$ cat src/rtl/core/owbm_pkg.sv
// Package for the one-wire bus master: action, phase and register index codes,
// timing register and word types, and the default timing values.
// No dependencies; owbm_csr, owbm_engine and the top level import it.
package owbm_pkg;

   localparam int CSR_ADDR_W = 5;
   localparam int CSR_DATA_W = 32;

   localparam int READ_BITS_DEFAULT  = 16;
   localparam int WRITE_BITS_DEFAULT = 8;
   localparam int SIGN_BIT_DEFAULT   = 12;

   localparam logic [9:0] RESET_LOW_DEFAULT       = 10'd480;
   localparam logic [9:0] PRESENCE_SAMPLE_DEFAULT = 10'd70;
   localparam logic [9:0] RESET_TAIL_DEFAULT      = 10'd410;
   localparam logic [7:0] ONE_LOW_DEFAULT         = 8'd6;
   localparam logic [7:0] ZERO_LOW_DEFAULT        = 8'd60;
   localparam logic [7:0] WRITE_SLOT_DEFAULT      = 8'd70;
   localparam logic [7:0] READ_SAMPLE_DEFAULT     = 8'd15;
   localparam logic [7:0] READ_SLOT_DEFAULT       = 8'd70;

   typedef enum logic [1:0] {
      ACT_TICK  = 2'd0,
      ACT_RESET = 2'd1,
      ACT_WRITE = 2'd2,
      ACT_READ  = 2'd3
   } act_type;

   typedef enum logic [2:0] {
      PH_IDLE  = 3'd0,
      PH_RLOW  = 3'd1,
      PH_RREL  = 3'd2,
      PH_RTAIL = 3'd3,
      PH_WRITE = 3'd4,
      PH_READ  = 3'd5
   } phase_type;

   typedef enum logic [2:0] {
      REG_RESET_LOW       = 3'd0,
      REG_PRESENCE_SAMPLE = 3'd1,
      REG_RESET_TAIL      = 3'd2,
      REG_ONE_LOW         = 3'd3,
      REG_ZERO_LOW        = 3'd4,
      REG_WRITE_SLOT      = 3'd5,
      REG_READ_SAMPLE     = 3'd6,
      REG_READ_SLOT       = 3'd7
   } reg_index_type;

   typedef struct packed {
      logic [9:0] reset_low;
      logic [9:0] presence_sample;
      logic [9:0] reset_tail;
      logic [7:0] one_low;
      logic [7:0] zero_low;
      logic [7:0] write_slot;
      logic [7:0] read_sample;
      logic [7:0] read_slot;
   } timing_type;

   typedef struct packed {
      act_type    action;
      logic [7:0] write_byte;
      logic       line_level;
   } item_type;

   typedef struct packed {
      logic        drive_low;
      logic        busy_res;
      logic        done_res;
      logic        presence;
      logic [15:0] read_word;
      logic        sign_set;
      logic        rejected;
   } result_type;

endpackage

$ cat src/rtl/core/owbm_req_if.sv
// Request channel of the one-wire bus master: valid/ready handshake and the
// action, write byte and sampled line level of one word. No dependencies.
interface owbm_req_if;
   logic       valid;
   logic       ready;
   logic [1:0] action;
   logic [7:0] write_byte;
   logic       line_level;

   modport source (output valid, output action, output write_byte, output line_level,
                   input ready);
   modport sink   (input valid, input action, input write_byte, input line_level,
                   output ready);
endinterface

$ cat src/rtl/core/owbm_rsp_if.sv
// Response channel of the one-wire bus master: valid/ready handshake and the
// drive, status and read data of one word. No dependencies.
interface owbm_rsp_if;
   logic        valid;
   logic        ready;
   logic        drive_low;
   logic        busy_res;
   logic        done_res;
   logic        presence;
   logic [15:0] read_word;
   logic        sign_set;
   logic        rejected;

   modport source (output valid, output drive_low, output busy_res, output done_res,
                   output presence, output read_word, output sign_set, output rejected,
                   input ready);
   modport sink   (input valid, input drive_low, input busy_res, input done_res,
                   input presence, input read_word, input sign_set, input rejected,
                   output ready);
endinterface

$ cat src/rtl/core/owbm_csr.sv
// Timing register file of the one-wire bus master behind an APB-style port.
// Depends on owbm_pkg for the register index codes and the timing struct.
module owbm_csr (
   input  logic                           clock,
   input  logic                           reset,
   input  logic                           csr_psel,
   input  logic                           csr_penable,
   input  logic                           csr_pwrite,
   input  logic [owbm_pkg::CSR_ADDR_W-1:0] csr_paddr,
   input  logic [owbm_pkg::CSR_DATA_W-1:0] csr_pwdata,
   output logic [owbm_pkg::CSR_DATA_W-1:0] csr_prdata,
   output logic                           csr_pready,
   output owbm_pkg::timing_type           timing
);
   import owbm_pkg::*;

   timing_type    timing_ff;
   timing_type    timing_in;
   reg_index_type index;
   logic          wr_en;

   assign index      = reg_index_type'(csr_paddr[CSR_ADDR_W-1:2]);
   assign wr_en      = csr_psel && csr_penable && csr_pwrite;
   assign csr_pready = 1'b1;
   assign timing     = timing_ff;

   always_comb begin
      timing_in = timing_ff;
      if (wr_en) begin
         unique case (index)
            REG_RESET_LOW:       timing_in.reset_low       = csr_pwdata[9:0];
            REG_PRESENCE_SAMPLE: timing_in.presence_sample = csr_pwdata[9:0];
            REG_RESET_TAIL:      timing_in.reset_tail      = csr_pwdata[9:0];
            REG_ONE_LOW:         timing_in.one_low         = csr_pwdata[7:0];
            REG_ZERO_LOW:        timing_in.zero_low        = csr_pwdata[7:0];
            REG_WRITE_SLOT:      timing_in.write_slot      = csr_pwdata[7:0];
            REG_READ_SAMPLE:     timing_in.read_sample     = csr_pwdata[7:0];
            REG_READ_SLOT:       timing_in.read_slot       = csr_pwdata[7:0];
         endcase
      end
   end

   always_comb begin
      unique case (index)
         REG_RESET_LOW:       csr_prdata = CSR_DATA_W'(timing_ff.reset_low);
         REG_PRESENCE_SAMPLE: csr_prdata = CSR_DATA_W'(timing_ff.presence_sample);
         REG_RESET_TAIL:      csr_prdata = CSR_DATA_W'(timing_ff.reset_tail);
         REG_ONE_LOW:         csr_prdata = CSR_DATA_W'(timing_ff.one_low);
         REG_ZERO_LOW:        csr_prdata = CSR_DATA_W'(timing_ff.zero_low);
         REG_WRITE_SLOT:      csr_prdata = CSR_DATA_W'(timing_ff.write_slot);
         REG_READ_SAMPLE:     csr_prdata = CSR_DATA_W'(timing_ff.read_sample);
         REG_READ_SLOT:       csr_prdata = CSR_DATA_W'(timing_ff.read_slot);
      endcase
   end

   always_ff @(posedge clock) begin
      if (reset) begin
         timing_ff.reset_low       <= RESET_LOW_DEFAULT;
         timing_ff.presence_sample <= PRESENCE_SAMPLE_DEFAULT;
         timing_ff.reset_tail      <= RESET_TAIL_DEFAULT;
         timing_ff.one_low         <= ONE_LOW_DEFAULT;
         timing_ff.zero_low        <= ZERO_LOW_DEFAULT;
         timing_ff.write_slot      <= WRITE_SLOT_DEFAULT;
         timing_ff.read_sample     <= READ_SAMPLE_DEFAULT;
         timing_ff.read_slot       <= READ_SLOT_DEFAULT;
      end else begin
         timing_ff <= timing_in;
      end
   end

endmodule

$ cat src/rtl/core/owbm_engine.sv
// Bus master sequencer: phase machine, slot and bit counters, shift registers
// and the result register. Depends on owbm_pkg.
module owbm_engine #(
   parameter int READ_BITS  = owbm_pkg::READ_BITS_DEFAULT,
   parameter int WRITE_BITS = owbm_pkg::WRITE_BITS_DEFAULT,
   parameter int SIGN_BIT   = owbm_pkg::SIGN_BIT_DEFAULT
) (
   input  logic                 clock,
   input  logic                 reset,
   input  owbm_pkg::timing_type timing,
   input  logic                 item_valid,
   input  owbm_pkg::item_type   item,
   output logic                 take,
   input  logic                 rsp_ready,
   output logic                 rsp_valid,
   output owbm_pkg::result_type result
);
   import owbm_pkg::*;

   localparam int MAX_BITS = (READ_BITS > WRITE_BITS) ? READ_BITS : WRITE_BITS;
   localparam int BW       = $clog2(MAX_BITS + 1);

   phase_type             phase_ff, phase_in;
   logic [9:0]            slot_ff, slot_in;
   logic [BW-1:0]         bit_ff, bit_in;
   logic [WRITE_BITS-1:0] out_shift_ff, out_shift_in;
   logic [READ_BITS-1:0]  in_shift_ff, in_shift_in;
   logic                  presence_ff, presence_in;
   logic                  sign_ff, sign_in;
   logic                  rsp_valid_ff, rsp_valid_in;
   result_type            result_ff, result_in;

   logic          fire, is_start, busy;
   logic [9:0]    cnt_inc;
   logic [BW-1:0] bit_inc;
   logic          rlow_end, rrel_end, rtail_end, wslot_end, rslot_end, rsample;
   logic          last_wbit, last_rbit;
   logic          drive, done, rejected;
   logic [63:0]   in_wide;

   // Level the line gets on the next tick for a given state.
   function automatic logic drive_level(phase_type ph, logic [9:0] cnt, logic lsb,
                                        timing_type t);
      logic [10:0] k;
      logic [7:0]  low;
      begin
         k   = {1'b0, cnt} + 11'd1;
         low = lsb ? t.one_low : t.zero_low;
         unique case (ph)
            PH_RLOW:  drive_level = 1'b1;
            PH_WRITE: drive_level = (k <= {3'b000, low});
            PH_READ:  drive_level = (k <= {3'b000, t.one_low});
            default:  drive_level = 1'b0;
         endcase
      end
   endfunction

   assign take     = !rsp_valid_ff || rsp_ready;
   assign fire     = item_valid && take;
   assign is_start = item.action != ACT_TICK;
   assign busy     = phase_ff != PH_IDLE;

   assign cnt_inc   = slot_ff + 10'd1;
   assign bit_inc   = bit_ff + BW'(1);
   assign rlow_end  = cnt_inc >= timing.reset_low;
   assign rrel_end  = cnt_inc >= timing.presence_sample;
   assign rtail_end = cnt_inc >= timing.reset_tail;
   assign wslot_end = cnt_inc >= {2'b00, timing.write_slot};
   assign rslot_end = cnt_inc >= {2'b00, timing.read_slot};
   assign rsample   = cnt_inc == {2'b00, timing.read_sample};
   assign last_wbit = bit_inc >= BW'(WRITE_BITS);
   assign last_rbit = bit_inc >= BW'(READ_BITS);

   // Next phase.
   always_comb begin
      phase_in = phase_ff;
      if (is_start) begin
         if (!busy) begin
            unique case (item.action)
               ACT_RESET: phase_in = PH_RLOW;
               ACT_WRITE: phase_in = PH_WRITE;
               ACT_READ:  phase_in = PH_READ;
               default:   phase_in = phase_ff;
            endcase
         end
      end else begin
         unique case (phase_ff)
            PH_IDLE:  phase_in = PH_IDLE;
            PH_RLOW:  if (rlow_end) phase_in = PH_RREL;
            PH_RREL:  if (rrel_end) phase_in = PH_RTAIL;
            PH_RTAIL: if (rtail_end) phase_in = PH_IDLE;
            PH_WRITE: if (wslot_end && last_wbit) phase_in = PH_IDLE;
            PH_READ:  if (rslot_end && last_rbit) phase_in = PH_IDLE;
            default:  phase_in = PH_IDLE;
         endcase
      end
   end

   // Counters, shift registers, flags and the flags of the result word.
   always_comb begin
      slot_in      = slot_ff;
      bit_in       = bit_ff;
      out_shift_in = out_shift_ff;
      in_shift_in  = in_shift_ff;
      presence_in  = presence_ff;
      sign_in      = sign_ff;
      done         = 1'b0;
      rejected     = 1'b0;
      if (is_start) begin
         if (busy) begin
            rejected = 1'b1;
         end else begin
            slot_in = '0;
            bit_in  = '0;
            unique case (item.action)
               ACT_RESET: presence_in = 1'b0;
               ACT_WRITE: out_shift_in = WRITE_BITS'(item.write_byte);
               ACT_READ: begin
                  in_shift_in = '0;
                  sign_in     = 1'b0;
               end
               default: slot_in = '0;
            endcase
         end
      end else if (busy) begin
         slot_in = cnt_inc;
         unique case (phase_ff)
            PH_RLOW: begin
               if (rlow_end) slot_in = '0;
            end
            PH_RREL: begin
               if (rrel_end) begin
                  presence_in = !item.line_level;
                  slot_in     = '0;
               end
            end
            PH_RTAIL: begin
               if (rtail_end) begin
                  slot_in = '0;
                  done    = 1'b1;
               end
            end
            PH_WRITE: begin
               if (wslot_end) begin
                  slot_in      = '0;
                  out_shift_in = out_shift_ff >> 1;
                  bit_in       = bit_inc;
                  done         = last_wbit;
               end
            end
            PH_READ: begin
               if (rsample && item.line_level) begin
                  for (int i = 0; i < READ_BITS; i++) begin
                     if (bit_ff == BW'(i)) in_shift_in[i] = 1'b1;
                  end
                  if (int'(bit_ff) == SIGN_BIT) sign_in = 1'b1;
               end
               if (rslot_end) begin
                  slot_in = '0;
                  bit_in  = bit_inc;
                  done    = last_rbit;
               end
            end
            default: slot_in = '0;
         endcase
      end
   end

   // A start reports the level of its first tick; a tick reports its own level.
   assign drive   = is_start ? drive_level(phase_in, slot_in, out_shift_in[0], timing)
                             : drive_level(phase_ff, slot_ff, out_shift_ff[0], timing);
   assign in_wide = 64'(in_shift_in);

   always_comb begin
      result_in.drive_low = drive;
      result_in.busy_res  = phase_in != PH_IDLE;
      result_in.done_res  = done;
      result_in.presence  = presence_in;
      result_in.read_word = in_wide[15:0];
      result_in.sign_set  = sign_in;
      result_in.rejected  = rejected;
      if (fire) begin
         rsp_valid_in = 1'b1;
      end else if (rsp_ready) begin
         rsp_valid_in = 1'b0;
      end else begin
         rsp_valid_in = rsp_valid_ff;
      end
   end

   always_ff @(posedge clock) begin
      if (reset) begin
         phase_ff     <= PH_IDLE;
         slot_ff      <= '0;
         bit_ff       <= '0;
         out_shift_ff <= '0;
         in_shift_ff  <= '0;
         presence_ff  <= 1'b0;
         sign_ff      <= 1'b0;
         rsp_valid_ff <= 1'b0;
      end else begin
         rsp_valid_ff <= rsp_valid_in;
         if (fire) begin
            phase_ff     <= phase_in;
            slot_ff      <= slot_in;
            bit_ff       <= bit_in;
            out_shift_ff <= out_shift_in;
            in_shift_ff  <= in_shift_in;
            presence_ff  <= presence_in;
            sign_ff      <= sign_in;
         end
      end
   end

   always_ff @(posedge clock) begin
      if (fire) result_ff <= result_in;
   end

   assign rsp_valid = rsp_valid_ff;
   assign result    = result_ff;

`ifndef SYNTHESIS
   a_reject_keeps_phase: assert property (@(posedge clock) disable iff (reset)
      (fire && is_start && busy) |=> (phase_ff == $past(phase_ff)))
      else $error("rejected start changed the phase");

   a_done_goes_idle: assert property (@(posedge clock) disable iff (reset)
      (fire && done) |=> (phase_ff == PH_IDLE))
      else $error("operation completed without returning to idle");

   a_write_bit_range: assert property (@(posedge clock) disable iff (reset)
      (phase_ff == PH_WRITE) |-> (bit_ff < BW'(WRITE_BITS)))
      else $error("write bit index ran past the last bit");

   a_fire_gives_word: assert property (@(posedge clock) disable iff (reset)
      fire |=> rsp_valid_ff)
      else $error("accepted word produced no response");
`endif

endmodule

$ cat src/rtl/core/one_wire_bus_master_unit.sv
// Top level of the one-wire bus master: input register, timing register file
// and sequencer. Depends on owbm_pkg, owbm_req_if, owbm_rsp_if, owbm_csr, owbm_engine.
//
//   channel   direction  handshake                      contents
//   req_chan  in         valid/ready                    action, write_byte, line_level
//   rsp_chan  out        valid/ready                    drive_low, status, read_word
//   csr_*     in         psel/penable/pwrite, pready=1  eight timing registers
//
// Every request word produces exactly one response word. The word passes the input
// register at the edge that accepts it and the result register when the sequencer
// takes it, which waits while a response is held. One word is taken per cycle while
// the response channel is ready, since the phase machine and slot counter are
// updated combinationally between the input and result registers.
// Reset is synchronous and active high; it clears the phase machine, the
// counters, the flags and both valid bits, and loads the default timings.
// When rsp_chan.ready is low the result word holds, the input register fills,
// and req_chan.ready drops until the response is taken.
module one_wire_bus_master_unit #(
   parameter int READ_BITS  = owbm_pkg::READ_BITS_DEFAULT,
   parameter int WRITE_BITS = owbm_pkg::WRITE_BITS_DEFAULT,
   parameter int SIGN_BIT   = owbm_pkg::SIGN_BIT_DEFAULT
) (
   input  logic                            clock,
   input  logic                            reset,
   owbm_req_if.sink                        req_chan,
   owbm_rsp_if.source                      rsp_chan,
   input  logic                            csr_psel,
   input  logic                            csr_penable,
   input  logic                            csr_pwrite,
   input  logic [owbm_pkg::CSR_ADDR_W-1:0] csr_paddr,
   input  logic [owbm_pkg::CSR_DATA_W-1:0] csr_pwdata,
   output logic [owbm_pkg::CSR_DATA_W-1:0] csr_prdata,
   output logic                            csr_pready
);
   import owbm_pkg::*;

   // Input register: one request word waiting for the sequencer.
   logic       in_valid_ff, in_valid_in;
   item_type   in_item_ff;
   logic       take;
   logic       req_fire;
   timing_type timing;
   result_type result;
   logic       rsp_valid;

   assign req_chan.ready = !in_valid_ff || take;
   assign req_fire       = req_chan.valid && req_chan.ready;

   // A new word loads the register; otherwise a word the sequencer takes leaves it.
   always_comb begin
      if (req_fire) begin
         in_valid_in = 1'b1;
      end else if (take) begin
         in_valid_in = 1'b0;
      end else begin
         in_valid_in = in_valid_ff;
      end
   end

   always_ff @(posedge clock) begin
      if (reset) begin
         in_valid_ff <= 1'b0;
      end else begin
         in_valid_ff <= in_valid_in;
      end
   end

   always_ff @(posedge clock) begin
      if (req_fire) begin
         in_item_ff.action     <= act_type'(req_chan.action);
         in_item_ff.write_byte <= req_chan.write_byte;
         in_item_ff.line_level <= req_chan.line_level;
      end
   end

   owbm_csr u_csr (
      .clock       (clock),
      .reset       (reset),
      .csr_psel    (csr_psel),
      .csr_penable (csr_penable),
      .csr_pwrite  (csr_pwrite),
      .csr_paddr   (csr_paddr),
      .csr_pwdata  (csr_pwdata),
      .csr_prdata  (csr_prdata),
      .csr_pready  (csr_pready),
      .timing      (timing)
   );

   owbm_engine #(
      .READ_BITS  (READ_BITS),
      .WRITE_BITS (WRITE_BITS),
      .SIGN_BIT   (SIGN_BIT)
   ) u_engine (
      .clock      (clock),
      .reset      (reset),
      .timing     (timing),
      .item_valid (in_valid_ff),
      .item       (in_item_ff),
      .take       (take),
      .rsp_ready  (rsp_chan.ready),
      .rsp_valid  (rsp_valid),
      .result     (result)
   );

   // The result register inside the sequencer drives the response channel.
   assign rsp_chan.valid     = rsp_valid;
   assign rsp_chan.drive_low = result.drive_low;
   assign rsp_chan.busy_res  = result.busy_res;
   assign rsp_chan.done_res  = result.done_res;
   assign rsp_chan.presence  = result.presence;
   assign rsp_chan.read_word = result.read_word;
   assign rsp_chan.sign_set  = result.sign_set;
   assign rsp_chan.rejected  = result.rejected;

endmodule
$ cat src/flat_wrapper.sv
// flat-port wrapper written by rule: the top's interface ports become plain ports
module one_wire_bus_master_unit_flat import owbm_pkg::*;
#(
   parameter int READ_BITS  = owbm_pkg::READ_BITS_DEFAULT,
   parameter int WRITE_BITS = owbm_pkg::WRITE_BITS_DEFAULT,
   parameter int SIGN_BIT   = owbm_pkg::SIGN_BIT_DEFAULT
)
  (clock, reset, csr_psel, csr_penable, csr_pwrite, csr_paddr, csr_pwdata, csr_prdata, csr_pready, req_chan_valid, req_chan_action, req_chan_write_byte, req_chan_line_level, req_chan_ready, rsp_chan_valid, rsp_chan_drive_low, rsp_chan_busy_res, rsp_chan_done_res, rsp_chan_presence, rsp_chan_read_word, rsp_chan_sign_set, rsp_chan_rejected, rsp_chan_ready);
  owbm_req_if req_chan_i ();
  owbm_rsp_if rsp_chan_i ();
  input  logic clock;
  input  logic reset;
  input  logic csr_psel;
  input  logic csr_penable;
  input  logic csr_pwrite;
  input  logic [owbm_pkg::CSR_ADDR_W-1:0] csr_paddr;
  input  logic [owbm_pkg::CSR_DATA_W-1:0] csr_pwdata;
  output logic [owbm_pkg::CSR_DATA_W-1:0] csr_prdata;
  output logic csr_pready;
  input wire logic [$bits(req_chan_i.valid)-1:0] req_chan_valid;
  input wire logic [$bits(req_chan_i.action)-1:0] req_chan_action;
  input wire logic [$bits(req_chan_i.write_byte)-1:0] req_chan_write_byte;
  input wire logic [$bits(req_chan_i.line_level)-1:0] req_chan_line_level;
  output wire logic [$bits(req_chan_i.ready)-1:0] req_chan_ready;
  output wire logic [$bits(rsp_chan_i.valid)-1:0] rsp_chan_valid;
  output wire logic [$bits(rsp_chan_i.drive_low)-1:0] rsp_chan_drive_low;
  output wire logic [$bits(rsp_chan_i.busy_res)-1:0] rsp_chan_busy_res;
  output wire logic [$bits(rsp_chan_i.done_res)-1:0] rsp_chan_done_res;
  output wire logic [$bits(rsp_chan_i.presence)-1:0] rsp_chan_presence;
  output wire logic [$bits(rsp_chan_i.read_word)-1:0] rsp_chan_read_word;
  output wire logic [$bits(rsp_chan_i.sign_set)-1:0] rsp_chan_sign_set;
  output wire logic [$bits(rsp_chan_i.rejected)-1:0] rsp_chan_rejected;
  input wire logic [$bits(rsp_chan_i.ready)-1:0] rsp_chan_ready;
  assign req_chan_i.valid = req_chan_valid;
  assign req_chan_i.action = req_chan_action;
  assign req_chan_i.write_byte = req_chan_write_byte;
  assign req_chan_i.line_level = req_chan_line_level;
  assign req_chan_ready = req_chan_i.ready;
  assign rsp_chan_valid = rsp_chan_i.valid;
  assign rsp_chan_drive_low = rsp_chan_i.drive_low;
  assign rsp_chan_busy_res = rsp_chan_i.busy_res;
  assign rsp_chan_done_res = rsp_chan_i.done_res;
  assign rsp_chan_presence = rsp_chan_i.presence;
  assign rsp_chan_read_word = rsp_chan_i.read_word;
  assign rsp_chan_sign_set = rsp_chan_i.sign_set;
  assign rsp_chan_rejected = rsp_chan_i.rejected;
  assign rsp_chan_i.ready = rsp_chan_ready;
  one_wire_bus_master_unit #(.READ_BITS(READ_BITS), .WRITE_BITS(WRITE_BITS), .SIGN_BIT(SIGN_BIT)) u_core (.clock(clock), .reset(reset), .req_chan(req_chan_i), .rsp_chan(rsp_chan_i), .csr_psel(csr_psel), .csr_penable(csr_penable), .csr_pwrite(csr_pwrite), .csr_paddr(csr_paddr), .csr_pwdata(csr_pwdata), .csr_prdata(csr_prdata), .csr_pready(csr_pready));
endmodule
$ cat config.mk
export PLATFORM = sky130hd
export DESIGN_NAME = one_wire_bus_master_unit_flat
export DESIGN_NICKNAME = d
export VERILOG_FILES = /design/src/rtl/core/owbm_pkg.sv /design/src/rtl/core/owbm_req_if.sv /design/src/rtl/core/owbm_rsp_if.sv /design/src/rtl/core/owbm_csr.sv /design/src/rtl/core/owbm_engine.sv /design/src/rtl/core/one_wire_bus_master_unit.sv /design/src/flat_wrapper.sv
export SDC_FILE = /design/constraint.sdc
export NUM_CORES = 1
export LEC_CHECK = 0
export ABC_AREA = 1
export BUFFER_PORTS_ARGS = -buffer_cell sky130_fd_sc_hd__buf_2
export CORE_ASPECT_RATIO = 0.9
export CORE_UTILIZATION = 40
export DETAILED_ROUTE_END_ITERATION = 6
export MAX_ROUTING_LAYER = met4
export PLACE_DENSITY = 0.65
export SLEW_MARGIN = 20
export SYNTH_ARGS = -nofsm -noshare
export SYNTH_HDL_FRONTEND = slang
export SYNTH_SLANG_ARGS = --single-unit
$ cat constraint.sdc
create_clock -name clock -period 4.75 [get_ports clock]
set_input_delay 0.2375 -clock clock [delete_from_list [all_inputs] [get_ports clock]]
set_output_delay 0.2375 -clock clock [all_outputs]
set_load 0.1 [all_outputs]
# Word level (Yosys, flattened, before mapping)
# Cells that the tools add are included.
[classes] eq_ne=38 n_mux=80 reduce_logical=35 order_cmp=11 bitwise=1 addsub=4
[op_table] cell="case mux 32 bit (8 select lines)" n=1
[op_table] cell="two-way mux 16 bit" n=6
[op_table] cell="two-way mux 10 bit" n=8
[op_table] cell="two-way mux 8 bit" n=8
[op_table] cell="case mux 10 bit (5 select lines)" n=1
[op_table] cell="less-or-equal comparator 11 x 8 -> 1 bit" n=4
[op_table] cell="== test 5 x 4 -> 1 bit, second input constant" n=8
[op_table] cell="two-way mux 1 bit" n=38
[op_table] cell=">= comparator 10 bit" n=3
[op_table] cell="two-way mux 5 bit" n=5
[op_table] cell="== test 3 bit, second input constant" n=8
[op_table] cell="adder 10 x 1 -> 11 bit, second input constant" n=2
[op_table] cell="two-way mux 3 bit" n=7
[op_table] cell="== test 5 x 3 -> 1 bit, second input constant" n=4
[op_table] cell=">= comparator 10 x 8 -> 1 bit" n=2
[op_table] cell="AND reduction 2 bit" n=8
[op_table] cell="case mux 3 bit (5 select lines)" n=1
[op_table] cell="nonzero test 2 bit" n=7
[op_table] cell="== test 3 x 2 -> 1 bit, second input constant" n=4
[op_table] cell="AND reduction 6 bit" n=2
[op_table] cell="adder 10 x 1 -> 10 bit, second input constant" n=1
[op_table] cell="== test 10 x 8 -> 1 bit" n=1
[op_table] cell="== test 5 x 2 -> 1 bit, second input constant" n=2
[op_table] cell="case mux 5 bit (2 select lines)" n=1
[op_table] cell="other kinds (20)" n=37
[word_totals] regBits=149 in_bits=55 wordCells=197

# Logic depth before layout (Yosys ltp)
[depth] ltp_word=10 mapped_depth=41

# Modules after synthesis
# Synthesis repeated with hierarchy kept, for this count alone.
[unflattened] hier_cells=1417 area_unflattened_um2=9888.2
[by_module_without_submodules] mod="owbm_engine" cells_per_inst=903 seq_area_each_um2=1561.5 instances=1 area_per_inst_um2=6097.1
[by_module_without_submodules] mod="owbm_csr" cells_per_inst=497 seq_area_each_um2=1401.3 instances=1 area_per_inst_um2=3413.3
[by_module_without_submodules] mod="one_wire_bus_master_unit" cells_per_inst=17 seq_area_each_um2=350.3 instances=1 area_per_inst_um2=377.9

# Least setup slack after synthesis
# Ideal clock, no wire load.
[synth_timing] path_type="register to register" start="register u_core.u_engine.slot_ff[0]" end="register u_core.u_engine.result_ff (netlist bit u_core.u_engine.result[21]), data pin" stages_incl_launch_ff=41 setup_ns=0.256 arrival_time_ns=4.528 path_slack_ns=-0.034 period_less_slack_ns=4.784 cell_sequence="dfxtp_1 -> ha_1 -> nand2_2 -> nor3_1 -> xor2_1 -> inv_1 -> ha_1 -> nand2_1 -> inv_1 -> nand4_1 -> nand2_1 -> nand3b_1 -> nor2_2 -> nand2_1 -> nand2_1 -> inv_1 -> nand2_4 -> nand2_1 -> (+5 left out) -> nor2_2 -> nand3_1 -> xor2_1 -> inv_1 -> ha_1 -> nand4_1 -> o221ai_1 -> a21oi_1 -> nor2_1 -> nand3_1 -> nand2_1 -> nor2_1 -> nand2_1 -> inv_1 -> nand2_1 -> nand2_1 -> nand2_1 -> nand2_1"
[synth_between] elab_chain_cells=10 word_cells_on_any_way=41
[synth_lines] item="start: declaration" line="owbm_engine.sv:24" source="logic [9:0] slot_ff, slot_in;"
[synth_lines] item="start signal: assignment" line="owbm_engine.sv:205" source="slot_ff <= slot_in;"
[synth_lines] item="adder 10 x 1 -> 10 bit" line="owbm_engine.sv:63" source="assign cnt_inc = slot_ff + 10'd1;"
[synth_lines] item=">= comparator 10 x 8 -> 1 bit (tied with other cells)" line="owbm_engine.sv:69" source="assign rslot_end = cnt_inc >= {2'b00, timing.read_slot};"
[synth_lines] item="two-way mux 10 bit, on equally long branches"
[synth_lines] item="case mux 10 bit (5 select lines)" line="owbm_engine.sv:127" source="unique case (phase_ff)"
[synth_lines] item="two-way mux 10 bit" line="owbm_engine.sv:125" source="end else if (busy) begin"
[synth_lines] item="two-way mux 10 bit *" line="owbm_engine.sv:109" source="if (is_start) begin"
[synth_lines] item="named net u_core.u_engine.slot_in[0]" line="owbm_engine.sv:24"
[synth_lines] item="adder 10 x 1 -> 11 bit *" line="owbm_engine.sv:47" source="k = {1'b0, cnt} + 11'd1;"
[synth_lines] item="less-or-equal comparator 11 x 8 -> 1 bit, on equally long branches" line="owbm_engine.sv:52, owbm_engine.sv:51"
[synth_lines] item="case mux 1 bit (3 select lines) *" line="owbm_engine.sv:49" source="unique case (ph)"
[synth_lines] item="two-way mux 1 bit *" line="owbm_engine.sv:170" source="assign drive = is_start ? drive_level(phase_in, slot_in, out_shift_in[0], timing)"
[synth_lines] item="named net u_core.u_engine.drive" line="owbm_engine.sv:38" source="logic drive, done, rejected;"
[synth_lines] item="end signal: assignment" line="owbm_engine.sv:216" source="if (fire) result_ff <= result_in;"
[synth_lines] item="end: declaration" line="owbm_engine.sv:31" source="result_type result_ff, result_in;"
# Mark *: on every way through the listed nets, which the timed path passes. The rest lies on a longest branch. The select of a mux whose other input is x is not followed.
# A chain may end at the register's enable or synchronous reset.

# Worst setup path in the final report
[layout_timing] start="register u_core.u_engine.slot_ff[0]" end="register u_core.u_engine.result_ff (netlist bit u_core.u_engine.result[21]), data pin"
[layout_between] elab_chain_cells=10 word_cells_on_any_way=41
[layout_lines] item="adder 10 x 1 -> 10 bit *" line="owbm_engine.sv:63"
[layout_lines] item=">= comparator 10 x 8 -> 1 bit (tied with other cells)" line="owbm_engine.sv:69"
[layout_lines] item="two-way mux 10 bit, on equally long branches"
[layout_lines] item="case mux 10 bit (5 select lines) *" line="owbm_engine.sv:127"
[layout_lines] item="two-way mux 10 bit *" line="owbm_engine.sv:125"
[layout_lines] item="two-way mux 10 bit *" line="owbm_engine.sv:109"
[layout_lines] item="named net u_core.u_engine.slot_in[1]" line="owbm_engine.sv:24"
[layout_lines] item="adder 10 x 1 -> 11 bit *" line="owbm_engine.sv:47"
[layout_lines] item="less-or-equal comparator 11 x 8 -> 1 bit, on equally long branches" line="owbm_engine.sv:52, owbm_engine.sv:51"
[layout_lines] item="case mux 1 bit (3 select lines) *" line="owbm_engine.sv:49"
[layout_lines] item="two-way mux 1 bit *" line="owbm_engine.sv:170"
[layout_lines] item="named net u_core.u_engine.drive" line="owbm_engine.sv:38"
# Marks and branches as above.

==> impl_metrics.env <==
export IMPL_yosys_area_share_simple_pct=19.5
export IMPL_vias_per_cell=5.25
export IMPL_grt_ovfl_total=0
export IMPL_clock_latency_ns=0.44
export IMPL_wirelength_um=28400
export IMPL_drt_first_pass_iters=6
export IMPL_dpl_worst_slack_ns=-0.232
export IMPL_yosys_cell_types_count=49
export IMPL_regToRegStartpoint="u_core.u_engine.slot_ff[0]"
export IMPL_synthesis_area_um2=9230
export IMPL_finalWorstSetupSlack_ns=-0.101
export IMPL_hp_class="input port to flop"
export IMPL_status="finished, violations left"
export IMPL_setup_viol=1
export IMPL_violations="negative setup slack"
export IMPL_min_period_ns=4.85
export IMPL_wl_per_cell_um=16.5
export IMPL_drive_gt1_share_pct=22.9
export IMPL_start_util_pct=40.9
export IMPL_max_stage_delay_ns=0.39
export IMPL_cpMostUsedCell="nand2_1"
export IMPL_rr_endpoint="u_core.u_engine.result[21]"
export IMPL_p_total_mw=3.59
export IMPL_cp_top_family="simple AND/OR/NAND/NOR gates"
export IMPL_slew_limit_headroom_pct=32.1
export IMPL_synth_xor_area_share_pct=1.42
export IMPL_track_usage_pct=25.0
export IMPL_async_flop_share_pct=0
export IMPL_synth_compound_area_share_pct=20.2
export IMPL_grt_max_degree=64
export IMPL_internal_power_mw=2.37
export IMPL_max_freq_ghz=0.206
export IMPL_fin_nets=1548
export IMPL_final_area_um2=11700
export IMPL_synth_edf_count=33
export IMPL_core_um2=22600
export IMPL_cts_clk_slew_worst_paths_ns=0.07
export IMPL_crit_type="flop to flop"
export IMPL_rows=52
export IMPL_globalplace_congestion=0.924
export IMPL_p_switching_mw=1.22
export IMPL_end_kind="flop"
export IMPL_clockRootBuffer="clkbuf_16"
export IMPL_io_pins=112
export IMPL_clockBufferDepth=2
export IMPL_drc_errors=0
export IMPL_synth_adder_area_share_pct=11.1
export IMPL_cp_slowest_cell="dfxtp_4"
export IMPL_ant_nets=0
export IMPL_htreeDepth=4
export IMPL_r2r_cells=39
export IMPL_hold_viol_final=0
export IMPL_port_buffers=64
export IMPL_syn2layout_area_growth_pct=27.1
export IMPL_crit_buf_inv=6
export IMPL_ys_ff_latch=149
export IMPL_tritoncts="yes"
export IMPL_period_share_pct=102
export IMPL_grt_pass1_wl_um=44400
export IMPL_design_die_area_um2=23700
export IMPL_postSynthAreaPerCell_um2=7.44
export IMPL_num_vias=9038
export IMPL_skew_ns=0.0131
export IMPL_dpl_instance_area_um2=10200
export IMPL_power_density_nw_per_um2=306
export IMPL_critPathLaunchType="flop"
export IMPL_cap_violations=0
export IMPL_worstMarginPinSlew_ns=1.02
export IMPL_die_w_um=162
export IMPL_layout_cells_non_filler=1721
export IMPL_holdPathEnd="u_core.in_valid_ff"
export IMPL_dp_hpwl_um=20100
export IMPL_yosysWarningCount=0
export IMPL_seq_power_share_pct=38.3
export IMPL_critPathMaxFanout=6
export IMPL_pwr_share_comb_pct=22.0
export IMPL_regToRegSetupSlack_ns=-0.10
export IMPL_rsz0062_at_grt="true"
export IMPL_grt_pass1_vias=8398
export IMPL_whs_path_depth=3
export IMPL_nFillCells=2115
export IMPL_synth_top_family_by_area="compound AO/OA/AOI/OAI gates"
export IMPL_path_depth=39
export IMPL_cp_arrival_ns=5.04
export IMPL_dpl_cell_count=1636
export IMPL_p_sw_share_pct=34.0
export IMPL_power_leakage_nw=5.60
export IMPL_cp_required_ns=4.94
export IMPL_yosys_most_used_dff="dfxtp_1"
export IMPL_drv_slew=0
export IMPL_antenna_found_initial=0
export IMPL_diodes=0
export IMPL_cts_sinks=149
export IMPL_die_y_um=146
export IMPL_syn_inst=1240
export IMPL_muxShareOfSynthArea_pct=0
export IMPL_final_common_cell="nand2_1"
export IMPL_yosysSeqAreaShare_pct=35.9
export IMPL_dr_first_iter_drc_count=905
export IMPL_most_common_layout_cells="202 x nand2_1, 191 x inv_1, 116 x o21ai_0"
export IMPL_min_from="req_chan_valid"
export IMPL_pwr_share_clk_pct=39.7
export IMPL_timing_setup_tns_ns=-0.101
export IMPL_peakVddDrop_mv=0.263
export IMPL_cts_buffers=17
## synthesized netlist by cell type (2+ instances only)
cell / instances / area, um2
a21oi_1: 116 / 581
a22oi_1: 2 / 15.0
a21o_1: 10 / 75.1
a221oi_1: 8 / 70.1
inv_1: 203 / 762
clkbuf_1: 27 / 101
o221ai_1: 6 / 52.6
edfxtp_1: 33 / 991
nor3_2: 3 / 30.0
nor3_4: 2 / 32.5
nand3_1: 35 / 175
clkinv_1: 5 / 18.8
nor2_4: 5 / 56.3
nand4_1: 13 / 81.3
nor3_1: 20 / 100
a31oi_1: 7 / 43.8
dfxtp_1: 116 / 2320
conb_1: 2 / 7.51
ha_1: 82 / 1030
nand3_2: 2 / 20.0
xor2_1: 12 / 105
o31ai_1: 4 / 30.0
o22ai_1: 15 / 93.8
o211ai_1: 20 / 150
nand3b_1: 2 / 15.0
nand2_1: 215 / 807
a211oi_1: 5 / 37.5
nor4_1: 3 / 18.8
nor2_1: 76 / 285
inv_2: 5 / 18.8
o21ai_0: 117 / 586
o21bai_1: 3 / 22.5
buf_4: 25 / 188
nor2_2: 7 / 43.8
nand2_2: 18 / 113
xnor2_1: 3 / 26.3
## power by group through the flow
stage               logic, mW  registers (mW)  clock network (mW)
global route            0.854            1.38                1.48
finish                  0.790            1.38                1.42
global placement        0.702            1.40                   0
floorplan               0.454            1.47                   0
detailed placement      0.712            1.40                   0
CTS                     0.753            1.37                1.44
## kinds of logic (layout without fill, tap and decap cells)
kind of cell | count (synthesis) | in the layout
AOI/OAI and AO/OA | 323 | 323
and+or+nand+nor | 403 | 403
buffers and inverters | 266 | 429
other | 2 | 23
adders and majority gates | 82 | 82
xor gates and xnor gates | 15 | 15
DFF | 149 | 149
## layout make-up
type                    instances  area, um2  area share, %
repair buffers                184       1270           10.8
multi-input cells             846       5350           45.6
well taps                     297        372           3.17
flip-flops and latches        149       3330           28.4
inverters                     213        810           6.90
clock buffers                  17        425           3.63
clock inverters                15        181           1.55
## per-layer routing
metal	vias up	routed length [um]	global-route usage [%]
li1	4443	-	-
met1	4217	12900	33.7
met2	316	12800	37.1
met3	62	1980	4.89
met4	0	736	8.77
met5	-	0	-
## registers in the layout, indices dropped and copies added (netlist names)
name / flops
u_core.u_engine.rsp_valid: 1
u_core.u_csr.timing: 70
u_core.u_engine.result: 22
u_core.u_engine.presence_ff: 1
u_core.in_item_ff: 11
u_core.u_engine.out_shift_ff: 8
u_core.u_engine.in_shift_ff: 16
u_core.u_engine.slot_ff: 10
u_core.in_valid_ff: 1
u_core.u_engine.bit_ff: 5
u_core.u_engine.phase_ff: 3
u_core.u_engine.sign_ff: 1
## per-stage QoR
step                utilization [%]  hold slack (ns)
floorplan                         -            0.336
global route                   52.0           0.0858
detailed placement             45.2            0.416
global placement               45.2            0.414
finish                         52.0           0.0819
CTS                            50.6           0.0781
## worst register-to-register path, delay by kind of cell, from the launching register on
| kind | cells | cell delay, ns |
|---|---|---|
| adder cells (fa/ha/maj) | 4 | 0.91 |
| buffers and inverters | 6 | 0.75 |
| AND/OR/NAND/NOR | 21 | 1.61 |
| flip-flops | 1 | 0.39 |
| XOR/XNOR | 2 | 0.39 |
| AO/OA/AOI/OAI | 6 | 0.54 |
## worst max path at each step
| stage | endpoint | from | slack (ns) |
|---|---|---|---|
| after floorplan | u_core.u_engine.result[21] | u_core.u_engine.slot_ff[0] | 0.09 |
| after global placement | u_core.u_engine.result[21] | u_core.u_engine.slot_ff[0] | -0.16 |
| after detailed placement | u_core.u_engine.result[21] | u_core.u_engine.slot_ff[1] | -0.23 |
| after CTS | u_core.u_engine.result[21] | u_core.u_engine.slot_ff[0] | 0.005 |
| after global routing | u_core.u_engine.result[21] | u_core.u_engine.slot_ff[0] | -0.45 |
| final | u_core.u_engine.result[21] | u_core.u_engine.slot_ff[0] | -0.10 |
## repair_timing
| action | in CTS | in global routing |
|---|---|---|
| hold buffers | 11 | 0 |
| endpoints found under the hold margin | 11 | 0 |
| pin swaps | 31 | 38 |
| setup buffers | 33 | 11 |
| setup endpoints to repair | 1 | 6 |
| resized for setup | 48 | 48 |
Power figures use the tool's default switching activity.
